File: config.mk
export PLATFORM = sky130hd
export DESIGN_NAME = svg_ram
export DESIGN_NICKNAME = d
export VERILOG_FILES = /design/src/rtl/svg_ram.sv
export SDC_FILE = /design/constraint.sdc
export NUM_CORES = 2
export LEC_CHECK = 0
export ABC_AREA = 0
export BUFFER_PORTS_ARGS = -buffer_cell sky130_fd_sc_hd__buf_2
export CORE_MARGIN = 2
export CORE_UTILIZATION = 35
export CTS_BUF_LIST = sky130_fd_sc_hd__clkbuf_8
export CTS_CLUSTER_SIZE = 14
export DETAILED_ROUTE_END_ITERATION = 6
export SYNTH_ARGS = -nofsm -noshare
export SYNTH_HDL_FRONTEND = slang
export SYNTH_SLANG_ARGS = --single-unit
File: constraint.sdc
create_clock -name clk_i -period 6.2 [get_ports clk_i]
set_input_delay 0.31 -clock clk_i [delete_from_list [all_inputs] [get_ports clk_i]]
set_output_delay 0.31 -clock clk_i [all_outputs]
set_load 0.01 [all_outputs]
File: src/rtl/svg_ram.sv
// Generic single-write, single-read RAM with registered read data.
module svg_ram #(
  parameter int WIDTH = 48,
  parameter int DEPTH = 64
) (
  input  logic                     clk_i,
  input  logic                     we_i,
  input  logic [$clog2(DEPTH)-1:0] waddr_i,
  input  logic [WIDTH-1:0]         wdata_i,
  input  logic [$clog2(DEPTH)-1:0] raddr_i,
  output logic [WIDTH-1:0]         rdata_o
);

  logic [WIDTH-1:0] mem_q [DEPTH];

  always_ff @(posedge clk_i) begin
    if (we_i) begin
      mem_q[waddr_i] <= wdata_i;
    end
    rdata_o <= mem_q[raddr_i];
  end

endmodule

==> summary.txt <==
Logic synthesis
  – Post-synth top area share: 0.788
  – Synth warn: 0
  – Ys flop type: edfxtp_1
  – Gate Count Post-Synth: 4970
  – Asr flop ratio synth: 0
  – Avg Inst Size Synth: 23.6 µm²
  – Cell Area, Synth: ~120000 µm²
  – Syn Nets: ~5000
  – #FFs+latches synth: 3120
  – Post-synthesis sequential area ratio: 0.796
  – EDFF count, synth: about 3100
  – Ranking of synthesized cells by area: edfxtp_1, mux4_2, dfxtp_1, o22ai_1, a221oi_1
  – Synth unique cells: 36
  – Leading area contributor after synthesis: edfxtp_1

Power and ir drop
  – Max VDD drop: 0.000183 V
  – Power Density: 310 nW/µm²
  – Leakage: 0.0414 µW

Final layout
  – Area of the multi-input gates: 22900 µm²
  – Filler Cell Count: 29300
  – Final Instance Area: 133000 µm²
  – Layout Cells excl Fill: roughly 10000
  – Fraction of layout cells with a size suffix above 1: 0.295
  – NumNets Final: around 5500
  – Leading cell type in the layout, fill and taps excluded: edfxtp_1
  – Area Overhead vs Synth: 13.5%
  – Sequential cell area: around 93000 µm²
  – Commonest non-fill, non-tap cells in the layout: edfxtp_1, mux4_2, clkbuf_8

Clock network
  – CTS tree: built
  – Total setup buffers inserted after CTS: 0
  – CTS Buf Count: 468
  – CTS resizes: 0
  – # clock sinks: 3120
  – Clock transition at path regs: ~0.06 ns
  – Clk_lat worst skew: 1.07 ns
  – Clk root buf: clkbuf_8
  – Clk buf depth: 4
  – CTS H-tree depth: 5
  – CTS Hold Bufs: 37

Place
  – Port bufs: 109
  – DP HPWL: between 150 and 200 mm
  – DP Worst Slack: 2.42 ns
  – DP Area: 124000 µm²
  – Placer Congestion: 0.789
  – Placed cell count: 9363

Worst hold path
  – Worst Hold Class: input port to flip-flop
  – Min-delay src: wdata_i[35]

Timing
  – Clk_skew: 0.0712 ns
  – Final setup margin: between 2 and 3 ns
  – RSZ-0062 raised after global routing: no
  – Final Critical Period: 3.35 ns
  – Period utilization: 0.541
  – Fin. Hold Viols: 0
  – Count of final setup violators: 0
  – Worst-margin pin slew: 1.44 ns
  – Max-slew violations: 0
  – Max Clk Rate: 298 MHz
  – Setup_tns: 0 ns
  – Relative slew slack: 0.0361

Global routing
  – Initial antenna violation count: 27
  – Total gr overflow: 0
  – Number of global-route vias before repair: 58000
  – Largest net degree at the start of global routing: 118
  – GRT Resource Usage Total: 0.184
  – First-pass GRT wire length: 446 mm

Critical path
  – Crit path DAT: 4.01 ns
  – Reg2reg end: rdata_o[27]
  – Worst reg2reg setup slack: 3.81 ns
  – CP top delay family: simple AND/OR/NAND/NOR gates
  – CP Launch Point: waddr_i[2]
  – CP startpoint kind: input port
  – Worst Path Buf+Inv: 3
  – Slowest stage delay, CP: 1.34 ns
  – Worst r2r src: mem_q[27][27]
  – CP max stage cell: nor2_4
  – Crit Path Class: input port to flip-flop
  – Cell count along the critical path: 6
  – Crit-path cells: dlygate4sd3_1 -> buf_2 -> nor2_1 -> nand3_1 -> nor2_4 -> buf_4
  – CP endpoint kind: flip-flop
  – Reg2Reg Depth: 4
  – Setup crit end: mem_q[17][36]
  – Crit path required time: 6.85 ns
  – Worst-path maximum fanout: 21

Routing
  – Wire per inst: 31.0 µm
  – 1st-pass router iterations: 6
  – Via count: around 57000
  – DRT Wirelength: 318 mm
  – Routed Antenna Nets: 0
  – Post-route DRC: 0
  – Vias/cell: about 5.6
  – Number of DRC markers in iteration 0: 7270

Run
  – Max-Cap Viols: 0

Floorplan
  – CORE AREA: 333000 µm²
  – Full die area: 339000 µm²
  – # rows: ~210
  – IO Count: 110
  – Die Width: 582 µm
  – Initial core utilization: 0.352
  – Height of the die: 582 µm

Run status
  – Outcome: completed
-- report_power, final --
part           total, µW  internal (µW)  switching (µW)
clock network      15700           7780            7950
registers          23500          23400             102
logic               2060            748            1320
total              41300          31900            9370
-- state kept, by name, indices dropped and copies added (netlist names) --
signal   cells
mem_q     3072
rdata_o     48
-- cells by family (layout without fill, tap and decap cells) --
logic type             after synthesis  in the layout  share of synthesized area
muxes                              829            829                      0.152
other                                0              6                          0
and+or+nand+nor                    253            253                    0.00957
DFF                               3120           3120                      0.796
buffers and inverters              282           1174                     0.0128
AOI/OAI and AO/OA                  486            486                     0.0302
-- through the flow --
step | hold WS (ns) | utilization | power (µW)
final | 0.0574 | 0.399 | 41300
after floorplan | 0.409 | - | 25000
after global routing | 0.0498 | 0.399 | 42600
after CTS | 0.000961 | 0.399 | 41600
after global placement | 0.715 | 0.372 | 25900
after detailed placement | 0.716 | 0.372 | 26000
-- Yosys cell counts, types with 4 or more instances --
| cell type | instances |
|---|---|
| a21oi_1 | 74 |
| buf_2 | 98 |
| nor2_1 | 132 |
| buf_1 | 12 |
| a311oi_1 | 11 |
| nand2_1 | 55 |
| mux2_2 | 12 |
| o22ai_1 | 122 |
| mux2i_1 | 63 |
| a22oi_1 | 72 |
| nand2b_1 | 10 |
| mux4_2 | 754 |
| edfxtp_1 | 3072 |
| a31o_2 | 5 |
| nor2b_1 | 24 |
| a221oi_1 | 83 |
| o221ai_1 | 28 |
| nand3_1 | 7 |
| buf_4 | 62 |
| nand3b_1 | 5 |
| dfxtp_1 | 48 |
| a22o_1 | 57 |
| or3b_2 | 4 |
| buf_6 | 11 |
| clkbuf_1 | 98 |
| a211oi_1 | 32 |
-- cell type report --
| cell class | count | share of cell area |
|---|---|---|
| multi-input combinational | 1568 | 0.172 |
| clock inverter | 342 | 0.0130 |
| clock buffer | 507 | 0.0525 |
| antenna | 6 | 0.000113 |
| sequential | 3120 | 0.701 |
| tap | 4387 | 0.0413 |
| timing repair buffer | 325 | 0.0197 |
-- per-layer routing --
metal,wire [µm],GRT usage,up-vias,part of all wire
li1,-,-,22600,-
met1,131000,0.261,31300,0.41
met2,152000,0.295,2681,0.48
met3,26900,0.0344,471,0.085
met4,7660,0.0446,8,0.024
met5,52,0,-,0.00016
-- worst min path at each step --
stage	to	slack, ns	cells past startpoint
after CTS	mem_q[55][24]	0.001	1
after detailed placement	rdata_o[45]	0.72	1
final	mem_q[54][35]	0.06	1
after floorplan	mem_q[0][0]	0.41	0
after global routing	mem_q[55][24]	0.05	1
after global placement	rdata_o[45]	0.71	1
Power figures use the tool's default switching activity.
